$ cat config.mk
export PLATFORM = sky130hd
export DESIGN_NAME = detection_decision_filter
export DESIGN_NICKNAME = d
export VERILOG_FILES = /design/src/sv/ddf_pkg.sv /design/src/sv/detection_decision_filter.sv /design/src/sv/ddf_lane.sv /design/src/sv/ddf_merge.sv /design/src/sv/ddf_decide.sv
export SDC_FILE = /design/constraint.sdc
export NUM_CORES = 2
export LEC_CHECK = 0
export BUFFER_PORTS_ARGS = -buffer_cell sky130_fd_sc_hd__buf_2
export CAP_MARGIN = 30
export CELL_PAD_IN_SITES_DETAIL_PLACEMENT = 2
export CELL_PAD_IN_SITES_GLOBAL_PLACEMENT = 2
export CORE_MARGIN = 5
export CORE_UTILIZATION = 41
export CTS_BUF_LIST = sky130_fd_sc_hd__clkbuf_8
export DETAILED_ROUTE_END_ITERATION = 16
export HOLD_SLACK_MARGIN = 0.12
export PLACE_DENSITY = 0.82
export RECOVER_POWER = 100
export SYNTH_ARGS = -nofsm -noshare
export SYNTH_HDL_FRONTEND = slang
export SYNTH_SLANG_ARGS = --single-unit
$ cat constraint.sdc
create_clock -name clk -period 11.15 [get_ports clk]
set_input_delay 1.115 -clock clk [delete_from_list [all_inputs] [get_ports clk]]
set_output_delay 1.115 -clock clk [all_outputs]
set_load 0.05 [all_outputs]
$ cat src/sv/ddf_pkg.sv
// Shared types and constants for the detection decision filter.
// Used by every module of the block; depends on nothing else.
package ddf_pkg;

	localparam int NUM_CLASSES_DEF = 10;
	localparam int COUNT_BITS_DEF  = 32;

	localparam int WIN_W    = 32;
	localparam int SCORE_W  = 16;
	localparam int PEAK_W   = 16;
	localparam int CLASS_W  = 4;
	localparam int MASK_W   = 10;
	localparam int PCT_W    = 7;
	localparam int CNT_OUT_W = 32;
	localparam int ADDR_W   = 2;
	localparam int CFG_W    = 16;

	localparam logic [ADDR_W-1:0] REG_THRESHOLD = 2'd0;
	localparam logic [ADDR_W-1:0] REG_GATE      = 2'd1;
	localparam logic [ADDR_W-1:0] REG_MASK      = 2'd2;

	localparam logic [SCORE_W-1:0] THRESHOLD_RST = 16'h8000;
	localparam logic [PCT_W-1:0]   PCT_MAX       = 7'd100;
	localparam logic [6:0]         PCT_SCALE     = 7'd100;
	localparam logic [22:0]        PCT_ROUND     = 23'd32768;

	typedef enum logic [1:0] {
		ACT_TARGET     = 2'd0,
		ACT_UNKNOWN    = 2'd1,
		ACT_HELD       = 2'd2,
		ACT_SUPPRESSED = 2'd3
	} action_t;

	typedef struct packed {
		logic [CLASS_W-1:0] top;
		logic [SCORE_W-1:0] best;
	} pick_t;

	typedef struct packed {
		logic [SCORE_W-1:0] threshold;
		logic [SCORE_W-1:0] gate;
		logic [MASK_W-1:0]  mask;
	} cfg_t;

	typedef struct packed {
		logic [WIN_W-1:0]     window;
		action_t              action;
		logic [CLASS_W-1:0]   cls;
		logic [PCT_W-1:0]     pct;
		logic                 led;
		logic                 gated;
		logic [CNT_OUT_W-1:0] reported;
		logic [CNT_OUT_W-1:0] held;
		logic [CNT_OUT_W-1:0] suppressed;
		logic [CNT_OUT_W-1:0] gated_cnt;
	} result_t;

endpackage

$ cat src/sv/detection_decision_filter.sv
// Top level of the detection decision filter: input and result handshakes, registers.
// Depends on ddf_pkg, ddf_lane, ddf_merge and ddf_decide.
// Channel  | dir | payload (tdata, low bits first)
// s_axis   | in  | window_number, score_0..score_N-1, peak_amplitude
// m_axis   | out | window_out, action, class_out, percent, led_trigger, was_gated, 4 counts
// cfg      | in  | cfg_wr_en, cfg_addr, cfg_wdata (0 threshold, 1 gate, 2 target mask)
// One item per cycle while the output is not stalled; a result is offered once its
// item has passed the lane, merge and decision registers.
// Stage one is the class lanes, stage two the merge, stage three the decision and
// output register. A stall at the output fills the stages behind it before
// s_tready drops. Reset clears the valids, gate, mask and totals and sets threshold 0x8000.
module detection_decision_filter #(
	parameter int NUM_CLASSES = ddf_pkg::NUM_CLASSES_DEF,
	parameter int COUNT_BITS  = ddf_pkg::COUNT_BITS_DEF
) (
	input  logic                        clk,
	input  logic                        arst_n,
	input  logic                        s_tvalid,
	output logic                        s_tready,
	// window_number, score_0 .. score_(NUM_CLASSES-1), peak_amplitude
	input  logic [((ddf_pkg::WIN_W + NUM_CLASSES*ddf_pkg::SCORE_W + ddf_pkg::PEAK_W + 7)
		/ 8) * 8 - 1:0]                 s_tdata,
	output logic                        m_tvalid,
	input  logic                        m_tready,
	// window_out, action, class_out, percent, led_trigger, was_gated,
	// reported_count, held_count, suppressed_count, gated_count, one pad bit
	output logic [175:0]                m_tdata,
	input  logic                        cfg_wr_en,
	input  logic [ddf_pkg::ADDR_W-1:0]  cfg_addr,
	input  logic [ddf_pkg::CFG_W-1:0]   cfg_wdata
);

	localparam int SCORES_W = NUM_CLASSES * ddf_pkg::SCORE_W;
	localparam int PEAK_LO  = ddf_pkg::WIN_W + SCORES_W;

	ddf_pkg::cfg_t                  cfg_q;
	logic                           vld_s1, vld_s2, vld_s3;
	logic                           rdy1, rdy2, rdy3;
	logic [ddf_pkg::WIN_W-1:0]      window_s1, window_s2;
	logic [ddf_pkg::PEAK_W-1:0]     peak_s1, peak_s2;
	logic [NUM_CLASSES-1:0]         win_s1;
	logic [SCORES_W-1:0]            score_s1;
	ddf_pkg::pick_t                 pick_s2;
	ddf_pkg::result_t               result_q;

	assign rdy3     = !vld_s3 || m_tready;
	assign rdy2     = !vld_s2 || rdy3;
	assign rdy1     = !vld_s1 || rdy2;
	assign s_tready = rdy1;
	assign m_tvalid = vld_s3;

	always_ff @(posedge clk or negedge arst_n) begin
		if (!arst_n) begin
			vld_s1 <= 1'b0;
			vld_s2 <= 1'b0;
			vld_s3 <= 1'b0;
		end else begin
			if (rdy1)
				vld_s1 <= s_tvalid;
			if (rdy2)
				vld_s2 <= vld_s1;
			if (rdy3)
				vld_s3 <= vld_s2;
		end
	end

	always_ff @(posedge clk or negedge arst_n) begin
		if (!arst_n) begin
			cfg_q.threshold <= ddf_pkg::THRESHOLD_RST;
			cfg_q.gate      <= '0;
			cfg_q.mask      <= '0;
		end else if (cfg_wr_en) begin
			case (cfg_addr)
				ddf_pkg::REG_THRESHOLD: cfg_q.threshold <= cfg_wdata;
				ddf_pkg::REG_GATE:      cfg_q.gate      <= cfg_wdata;
				ddf_pkg::REG_MASK:      cfg_q.mask      <= cfg_wdata[ddf_pkg::MASK_W-1:0];
				default: ;
			endcase
		end
	end

	always_ff @(posedge clk) begin
		if (rdy1) begin
			window_s1 <= s_tdata[ddf_pkg::WIN_W-1:0];
			peak_s1   <= s_tdata[PEAK_LO +: ddf_pkg::PEAK_W];
		end
		if (rdy2) begin
			window_s2 <= window_s1;
			peak_s2   <= peak_s1;
		end
	end

	for (genvar g = 0; g < NUM_CLASSES; g++) begin : g_lane
		ddf_lane #(
			.NUM_CLASSES(NUM_CLASSES),
			.LANE       (g)
		) u_lane (
			.clk     (clk),
			.en      (rdy1),
			.scores  (s_tdata[ddf_pkg::WIN_W +: SCORES_W]),
			.score_s1(score_s1[g*ddf_pkg::SCORE_W +: ddf_pkg::SCORE_W]),
			.win_s1  (win_s1[g])
		);
	end

	ddf_merge #(
		.NUM_CLASSES(NUM_CLASSES)
	) u_merge (
		.clk     (clk),
		.en      (rdy2),
		.win_s1  (win_s1),
		.score_s1(score_s1),
		.pick_s2 (pick_s2)
	);

	ddf_decide #(
		.NUM_CLASSES(NUM_CLASSES),
		.COUNT_BITS (COUNT_BITS)
	) u_decide (
		.clk      (clk),
		.arst_n   (arst_n),
		.en       (rdy3 && vld_s2),
		.cfg      (cfg_q),
		.pick_s2  (pick_s2),
		.window_s2(window_s2),
		.peak_s2  (peak_s2),
		.result_q (result_q)
	);

	assign m_tdata = {1'b0, result_q.gated_cnt, result_q.suppressed, result_q.held,
		result_q.reported, result_q.gated, result_q.led, result_q.pct, result_q.cls,
		result_q.action, result_q.window};

endmodule

$ cat src/sv/ddf_lane.sv
// One class lane: decides whether its class holds the first highest score.
// Depends on ddf_pkg.
module ddf_lane #(
	parameter int NUM_CLASSES = ddf_pkg::NUM_CLASSES_DEF,
	parameter int LANE        = 0
) (
	input  logic                                    clk,
	input  logic                                    en,
	input  logic [NUM_CLASSES*ddf_pkg::SCORE_W-1:0] scores,
	output logic [ddf_pkg::SCORE_W-1:0]             score_s1,
	output logic                                    win_s1
);

	logic [ddf_pkg::SCORE_W-1:0] own;
	logic                        win;

	assign own = scores[LANE*ddf_pkg::SCORE_W +: ddf_pkg::SCORE_W];

	always_comb begin
		win = 1'b1;
		for (int j = 0; j < NUM_CLASSES; j++) begin
			if (j < LANE) begin
				if (!(own > scores[j*ddf_pkg::SCORE_W +: ddf_pkg::SCORE_W]))
					win = 1'b0;
			end else if (j > LANE) begin
				if (own < scores[j*ddf_pkg::SCORE_W +: ddf_pkg::SCORE_W])
					win = 1'b0;
			end
		end
	end

	always_ff @(posedge clk) begin
		if (en) begin
			score_s1 <= own;
			win_s1   <= win;
		end
	end

endmodule

$ cat src/sv/ddf_merge.sv
// Merges the lane results into the winning class index and its score.
// Depends on ddf_pkg.
module ddf_merge #(
	parameter int NUM_CLASSES = ddf_pkg::NUM_CLASSES_DEF
) (
	input  logic                                    clk,
	input  logic                                    en,
	input  logic [NUM_CLASSES-1:0]                  win_s1,
	input  logic [NUM_CLASSES*ddf_pkg::SCORE_W-1:0] score_s1,
	output ddf_pkg::pick_t                          pick_s2
);

	ddf_pkg::pick_t pick;

	always_comb begin
		pick = '0;
		for (int i = 0; i < NUM_CLASSES; i++) begin
			if (win_s1[i]) begin
				pick.top  = pick.top | ddf_pkg::CLASS_W'(i);
				pick.best = pick.best | score_s1[i*ddf_pkg::SCORE_W +: ddf_pkg::SCORE_W];
			end
		end
	end

	always_ff @(posedge clk) begin
		if (en)
			pick_s2 <= pick;
	end

endmodule

$ cat src/sv/ddf_decide.sv
// Decision stage: threshold, peak gate, target filter, hold logic and totals.
// Holds the output register. Depends on ddf_pkg.
module ddf_decide #(
	parameter int NUM_CLASSES = ddf_pkg::NUM_CLASSES_DEF,
	parameter int COUNT_BITS  = ddf_pkg::COUNT_BITS_DEF
) (
	input  logic                         clk,
	input  logic                         arst_n,
	input  logic                         en,
	input  ddf_pkg::cfg_t                cfg,
	input  ddf_pkg::pick_t               pick_s2,
	input  logic [ddf_pkg::WIN_W-1:0]    window_s2,
	input  logic [ddf_pkg::PEAK_W-1:0]   peak_s2,
	output ddf_pkg::result_t             result_q
);

	localparam logic [ddf_pkg::CLASS_W-1:0] UNK = ddf_pkg::CLASS_W'(NUM_CLASSES);

	logic                            last_unk_q;
	logic                            first_q;
	logic [COUNT_BITS-1:0]           reported_q;
	logic [COUNT_BITS-1:0]           held_q;
	logic [COUNT_BITS-1:0]           suppressed_q;
	logic [COUNT_BITS-1:0]           gated_q;

	logic                            named;
	logic                            gated;
	logic                            is_unk;
	logic                            is_tgt;
	logic [ddf_pkg::CLASS_W-1:0]     cls;
	logic [22:0]                     prod;
	logic [ddf_pkg::PCT_W-1:0]       pct;
	ddf_pkg::action_t                action;
	logic [COUNT_BITS-1:0]           reported_n;
	logic [COUNT_BITS-1:0]           held_n;
	logic [COUNT_BITS-1:0]           suppressed_n;
	logic [COUNT_BITS-1:0]           gated_n;

	always_comb begin
		named  = pick_s2.best > cfg.threshold;
		gated  = named && (cfg.gate != '0) && (peak_s2 < cfg.gate);
		is_unk = !named || gated;
		cls    = is_unk ? UNK : pick_s2.top;
		is_tgt = 1'b0;
		for (int i = 0; i < ddf_pkg::MASK_W; i++) begin
			if (!is_unk && cls == ddf_pkg::CLASS_W'(i))
				is_tgt = cfg.mask[i];
		end

		prod = 23'(pick_s2.best) * 23'(ddf_pkg::PCT_SCALE) + ddf_pkg::PCT_ROUND;
		pct  = (prod[22:16] > ddf_pkg::PCT_MAX) ? ddf_pkg::PCT_MAX : prod[22:16];

		reported_n   = reported_q;
		held_n       = held_q;
		suppressed_n = suppressed_q;
		gated_n      = gated ? gated_q + 1'b1 : gated_q;
		if (!is_unk && !is_tgt) begin
			action       = ddf_pkg::ACT_SUPPRESSED;
			suppressed_n = suppressed_q + 1'b1;
		end else if (is_unk && !first_q && last_unk_q) begin
			action = ddf_pkg::ACT_HELD;
			held_n = held_q + 1'b1;
		end else begin
			action     = is_unk ? ddf_pkg::ACT_UNKNOWN : ddf_pkg::ACT_TARGET;
			reported_n = reported_q + 1'b1;
		end
	end

	always_ff @(posedge clk or negedge arst_n) begin
		if (!arst_n) begin
			last_unk_q   <= 1'b1;
			first_q      <= 1'b1;
			reported_q   <= '0;
			held_q       <= '0;
			suppressed_q <= '0;
			gated_q      <= '0;
		end else if (en) begin
			reported_q   <= reported_n;
			held_q       <= held_n;
			suppressed_q <= suppressed_n;
			gated_q      <= gated_n;
			if (action == ddf_pkg::ACT_SUPPRESSED) begin
				last_unk_q <= 1'b1;
			end else if (action != ddf_pkg::ACT_HELD) begin
				last_unk_q <= is_unk;
				first_q    <= 1'b0;
			end
		end
	end

	always_ff @(posedge clk) begin
		if (en) begin
			result_q.window     <= window_s2;
			result_q.action     <= action;
			result_q.cls        <= cls;
			result_q.pct        <= pct;
			result_q.led        <= (action == ddf_pkg::ACT_TARGET);
			result_q.gated      <= gated;
			result_q.reported   <= ddf_pkg::CNT_OUT_W'(reported_n);
			result_q.held       <= ddf_pkg::CNT_OUT_W'(held_n);
			result_q.suppressed <= ddf_pkg::CNT_OUT_W'(suppressed_n);
			result_q.gated_cnt  <= ddf_pkg::CNT_OUT_W'(gated_n);
		end
	end

endmodule

-- Word-level counts from Yosys, hierarchy flattened
Index checks and enable logic that the tools add are counted.
- flip-flop bits (word level): 636
- input bits: 231
- output and inout bits: 178
- word-level logic and storage cells: 290
- $add $sub $neg: 5
- $mul: 1
- magnitude comparators: 93
- equal/unequal tests: 13
- mux-type cells: 42
- bitwise logic cells: 38
- reductions and logical operators: 48
- operators by type and width (operator ; count):
    16-bit > comparator ; 46
    16-bit < comparator ; 46
    32-bit 2-to-1 mux ; 6
    16-bit OR ; 9
    32-bit by 1-bit adder with 32-bit output (second input constant) ; 4
    19-bit 2-to-1 mux ; 4
    8-bit OR reduction ; 9
    16-bit 2-to-1 mux ; 3
    18-bit 2-to-1 mux ; 2
    1-bit NOT ; 29
    23-bit by 16-bit adder with 23-bit output (second input constant) ; 1
    1-bit 2-to-1 mux ; 23
    16-bit by 5-bit multiplier with 21-bit output (second input constant) ; 1
    17-bit 2-to-1 mux ; 1
    4-bit by 3-bit == test with 1-bit output (second input constant) ; 4
    1-bit logical AND ; 16
    16-bit nonzero test ; 1
    4-bit by 2-bit == test with 1-bit output (second input constant) ; 2
    4-bit == test (second input constant) ; 2
    2-bit AND reduction ; 4
    8-bit AND reduction ; 1
    7-bit > comparator (second input constant) ; 1
    1-bit logical NOT ; 7
    2-bit == test (second input constant) ; 2
    11 further kinds ; 16

-- Longest topological paths before layout
- depth after elaboration: 23
- depth in mapped cells: 18
- depth with buffers taken out: 18

-- Hierarchy
A second synthesis with hierarchy kept.
- cells, all modules: 6716
- area, all modules: 62152.1 µm²
- by module, submodules not included (module ; instances ; cells an instance ; area an instance (µm²) ; seq. area each (µm²)):
    ddf_decide ; 1 ; 1372 ; 16045.4 ; 8510.7
    detection_decision_filter ; 1 ; 199 ; 4604.4 ; 4010.1
    ddf_lane at g_lane[9].u_lane ; 1 ; 502 ; 4132.7 ; 510.5
    ddf_lane at g_lane[8].u_lane ; 1 ; 506 ; 4071.4 ; 510.5
    ddf_lane at g_lane[7].u_lane ; 1 ; 514 ; 4035.1 ; 510.5
    ddf_lane at g_lane[5].u_lane ; 1 ; 507 ; 4030.1 ; 510.5
    ddf_lane at g_lane[6].u_lane ; 1 ; 495 ; 4006.3 ; 510.5
    ddf_lane at g_lane[4].u_lane ; 1 ; 498 ; 4003.8 ; 510.5
    ddf_lane at g_lane[3].u_lane ; 1 ; 496 ; 3947.5 ; 510.5
    ddf_lane at g_lane[2].u_lane ; 1 ; 497 ; 3931.3 ; 510.5
    ddf_lane at g_lane[0].u_lane ; 1 ; 491 ; 3916.3 ; 510.5
    ddf_lane at g_lane[1].u_lane ; 1 ; 496 ; 3872.5 ; 510.5
    ddf_merge ; 1 ; 143 ; 1555.2 ; 600.6

-- Least setup slack after synthesis
No wires, ideal clock.
- kind: input to register
- start: input m_tready
- end: register g_lane[0].u_lane.score_s1[0] in the netlist's numbering, enable pin
- setup time: 2.892 ns
- data arrival time: 7.550 ns
- required time: 8.258 ns
- setup slack: 0.708 ns
- stages on the path: 1
- path buffers: 0
- cells stage by stage: nand4b_1
- word-level cells in the longest chain between the ends: 3
- RTL lines (item ; line ; source):
    from (decl) ; detection_decision_filter.sv:24 ; input logic m_tready,
    1-bit logical OR ; detection_decision_filter.sv:46 ; assign rdy3 = !vld_s3 || m_tready;
    1-bit logical OR ; detection_decision_filter.sv:47 ; assign rdy2 = !vld_s2 || rdy3;
    1-bit logical OR ; detection_decision_filter.sv:48 ; assign rdy1 = !vld_s1 || rdy2;
    to (signal assigned) ; ddf_lane.sv:34 ; score_s1 <= own;
    to (decl) ; ddf_lane.sv:10 ; output logic [ddf_pkg::SCORE_W-1:0] score_s1,
Every way passes these cells.
A chain may end at the register's enable or synchronous reset.

-- Worst setup path in the final report
- start: input m_tready
- end: register g_lane[8].u_lane.score_s1[0] in the netlist's numbering, enable pin
- word-level cells in the longest chain between the ends: 3
- RTL lines (item ; line):
    1-bit logical OR ; detection_decision_filter.sv:46
    1-bit logical OR ; detection_decision_filter.sv:47
    1-bit logical OR ; detection_decision_filter.sv:48
    to (signal assigned) ; ddf_lane.sv:34
    to (decl) ; ddf_lane.sv:10
Every way passes these cells.

==> qor.csv <==
stage,metric,value,unit
routing,drt first pass iters,5,
timing,Peak Freq,129,MHz
clocking,clock buffer count from CTS,104,
critical_path,CP Max Fanout,158,
timing,Max transition margin,-193,%
timing,Final Critical Period,7.73,ns
power_and_ir_drop,Power Density,168,nW/um^2
placement,GPL Wtd Cong,0.937,
timing,post-route worst setup slack,3.42,ns
logic_synthesis,Cells after Synth,3835,
clocking,H-tree depth,3,
critical_path,Worst EP arrival,7.97,ns
routing,antenna violation net count after detailed routing,0,
final_layout,area of the multi-input gates,23000,um^2
status,status,"complete, but fails checks",
global_route,largest net degree at the start of global routing,159,
timing,skew final,0.0785,ns
timing,Final Cycle Share,69.4,%
routing,Wirelength per Cell,31.5,um
timing,RSZ-0062 raised after global routing,no,
die,Die H,332,um
run,Max Cap Viol,11,
placement,port bufs,407,
clocking,clk root buf,clkbuf_8,
logic_synthesis,count of cell types in the netlist,91,
clocking,Post-CTS Resized,0,
timing,Final setup viols,0,
logic_synthesis,register area share after synthesis,42.8,%
timing,Final Hold Viols,0,
clocking,# clock sinks,636,
clocking,Skew-Pair Late Insertion Delay,0.77,ns
critical_path,most frequent CP cell,clkbuf_1,
timing,post-route setup TNS,0,ns
global_route,vias in the first global route,39900,
final_layout,Register Area,18200,um^2
critical_path,Crit. End Element,register,
critical_path,R2R Setup Slk,3.48,ns
routing,Vias,35700,
global_route,global-route wire length before repair,261,mm
die,Die X,332,um
min_path,Hold Crit Class,reg2reg,
logic_synthesis,post-synth net total,4874,
status,failing checks,"capacitance limit, slew limit",
die,io pins,409,
logic_synthesis,Syn Area/Cell,11.1,um^2
routing,Via density,6.13,
logic_synthesis,Synth warnings,0,
clocking,# hold bufs at CTS,0,
routing,Initial DRC Count,2590,
clocking,Clock Pin Slew Worst Setup and Hold Paths,0.08,ns
clocking,setup bufs post-CTS,0,
critical_path,CP Launch Type,input pin,
timing,max-slew violations,612,
critical_path,CP Cell Sequence,"clkbuf_1, nand4b_1, clkbuf_1, clkbuf_2",
critical_path,Worst path max stage delay,3.31,ns
routing,Residual DRC,0,
placement,HPWL after detailed placement,135,mm
die,die area,110000,um^2
critical_path,"slowest stage cell, crit path",clkbuf_2,
logic_synthesis,Synth Flop Type,edfxtp_1,
critical_path,CP top delay family,buffers and inverters,
placement,post-placement setup slack,6.33,ns
power_and_ir_drop,worst vdd rail ir drop,0.101,mV
final_layout,synth-to-layout area growth,12.5,%
timing,final hold slack,0.410,ns
die,Initial Util,41.2,%
power_and_ir_drop,leakage,21.9,nW
logic_synthesis,post-synthesis sequential element count,636,
final_layout,NumNets Final,5352,
critical_path,worst path bufs/invs,3,
critical_path,kind of critical path,in2reg,
logic_synthesis,post-synthesis cell area,42600,um^2
die,CORE AREA,103000,um^2
critical_path,WP data required,11.38,ns
final_layout,layout cells sized above 1,6.15,%
die,Core Rows,118,
timing,worst-margin pin slew,4.40,ns
global_route,initial antenna violation count,41,
global_route,Total GRT Usage,31.4,%
logic_synthesis,number of synthesized flops with an enable pin,461,
global_route,remaining global-route overflow,0,
routing,final wirelength,184,mm
clocking,CTS tree,yes,
final_layout,Layout fillers,10900,
clocking,Longest Clk Path Bufs,3,
logic_synthesis,Synth async-reset ratio,27.5,%
-- layout make-up --
class / instances / share of cell area [%]
antenna: 37 / 0.193
clock buffer: 114 / 3.27
clock inverter: 84 / 1.16
inverter: 264 / 2.07
multi-input combinational: 2871 / 47.9
sequential: 636 / 38.0
tap: 1380 / 3.60
timing repair buffer: 436 / 3.75
-- logic make-up after synthesis --
group	synth area share, %
flops	42.8
simple gates	12.4
xor+xnor	5.45
other cells	0.00881
fa+ha+maj	23.9
buf+inv	2.94
mux	0.914
compound gates	11.6
-- per-stage QoR --
step,power (mW),utilization [%],cells,instance area [um^2]
after floorplan,4.92,-,3835,42600
after detailed placement,5.86,44.8,5583,46300
after CTS,8.10,46.9,5781,48400
final,8.03,46.4,5822,47900
after global routing,8.40,46.3,5806,47900
after global placement,5.65,44.8,5582,46300
-- placed cells by master (no fill, tap or decap), drive strengths merged, types with 73 or more instances in the layout --
cell	instances
a21o	164
a21oi	206
buf	73
clkbuf	477
dfrtp	172
edfxtp	461
ha	798
inv	293
nand2	205
nand3	91
nand4	190
nor2	195
nor3	83
o21ai	171
xnor2	133
xor2	131
-- final timing paths --
path,startpoint,to,cells past startpoint
max in group asynchronous,arst_n,u_decide.held_q[6]$_DFFE_PN0P_,2
hold reg to reg,peak_s1[10]$_DFFE_PP_,peak_s2[10]$_DFFE_PP_,0
setup reg to reg,m_tvalid$_DFFE_PN0N_,g_lane[8].u_lane.score_s1[0]$_DFFE_PP_,3
hold / removal,peak_s1[10]$_DFFE_PP_,peak_s2[10]$_DFFE_PP_,0
min in group asynchronous,arst_n,u_decide.gated_q[26]$_DFFE_PN0P_,1
setup / recovery,m_tready,g_lane[8].u_lane.score_s1[0]$_DFFE_PP_,4
-- cells in the mapped netlist (35+ instances only) --
| cell type | instances | area (um^2) |
|---|---|---|
| nor2_1 | 193 | 724 |
| ha_1 | 798 | 9980 |
| nand2_1 | 205 | 769 |
| nand4_1 | 186 | 1160 |
| nand3_1 | 90 | 450 |
| clkbuf_1 | 51 | 191 |
| edfxtp_1 | 461 | 13800 |
| dfrtp_1 | 172 | 4300 |
| o21ai_0 | 167 | 836 |
| nand2b_1 | 35 | 219 |
| and3_1 | 39 | 244 |
| inv_1 | 262 | 983 |
| a21o_1 | 163 | 1220 |
| a21oi_1 | 205 | 1030 |
| a22oi_1 | 49 | 368 |
| nor3_1 | 79 | 395 |
| xnor2_1 | 132 | 1160 |
| xor2_1 | 131 | 1150 |
| nor2b_1 | 54 | 338 |
-- registers in the layout, summed over array words and instances, names as in the netlist --
| signal | cells |
|---|---|
| u_decide.result_q | 175 |
| g_lane.u_lane.score_s1 | 160 |
| cfg_q | 42 |
| u_decide.gated_q | 32 |
| u_decide.held_q | 32 |
| u_decide.reported_q | 32 |
| u_decide.suppressed_q | 32 |
| window_s1 | 32 |
| window_s2 | 32 |
| u_merge.pick_s2 | 20 |
| peak_s1 | 16 |
| peak_s2 | 16 |
| g_lane.u_lane.win_s1 | 10 |
| m_tvalid | 1 |
| u_decide.first_q | 1 |
| u_decide.last_unk_q | 1 |
| vld_s1 | 1 |
| vld_s2 | 1 |
-- layer usage --
metal  wire length [um]  global-route usage [%]  part of all wire [%]  up-vias
li1                   -                       -                     -    15400
met1              67400                    34.8                    37    18200
met2              91900                    56.9                    50     1477
met3              10600                    4.63                   5.8      584
met4              13700                    19.3                   7.4       10
met5                 61                       0                 0.033        -
-- report_power, final --
| group | total (mW) | internal [mW] | switching, mW | leakage (nW) |
|---|---|---|---|---|
| clock | 2.19 | 1.09 | 1.10 | 1.18 |
| sequential | 3.09 | 2.90 | 0.192 | 6.99 |
| combinational | 2.75 | 0.887 | 1.86 | 13.8 |
| total | 8.03 | 4.88 | 3.15 | 21.9 |
No activity file was read; power rests on OpenSTA's default activity.
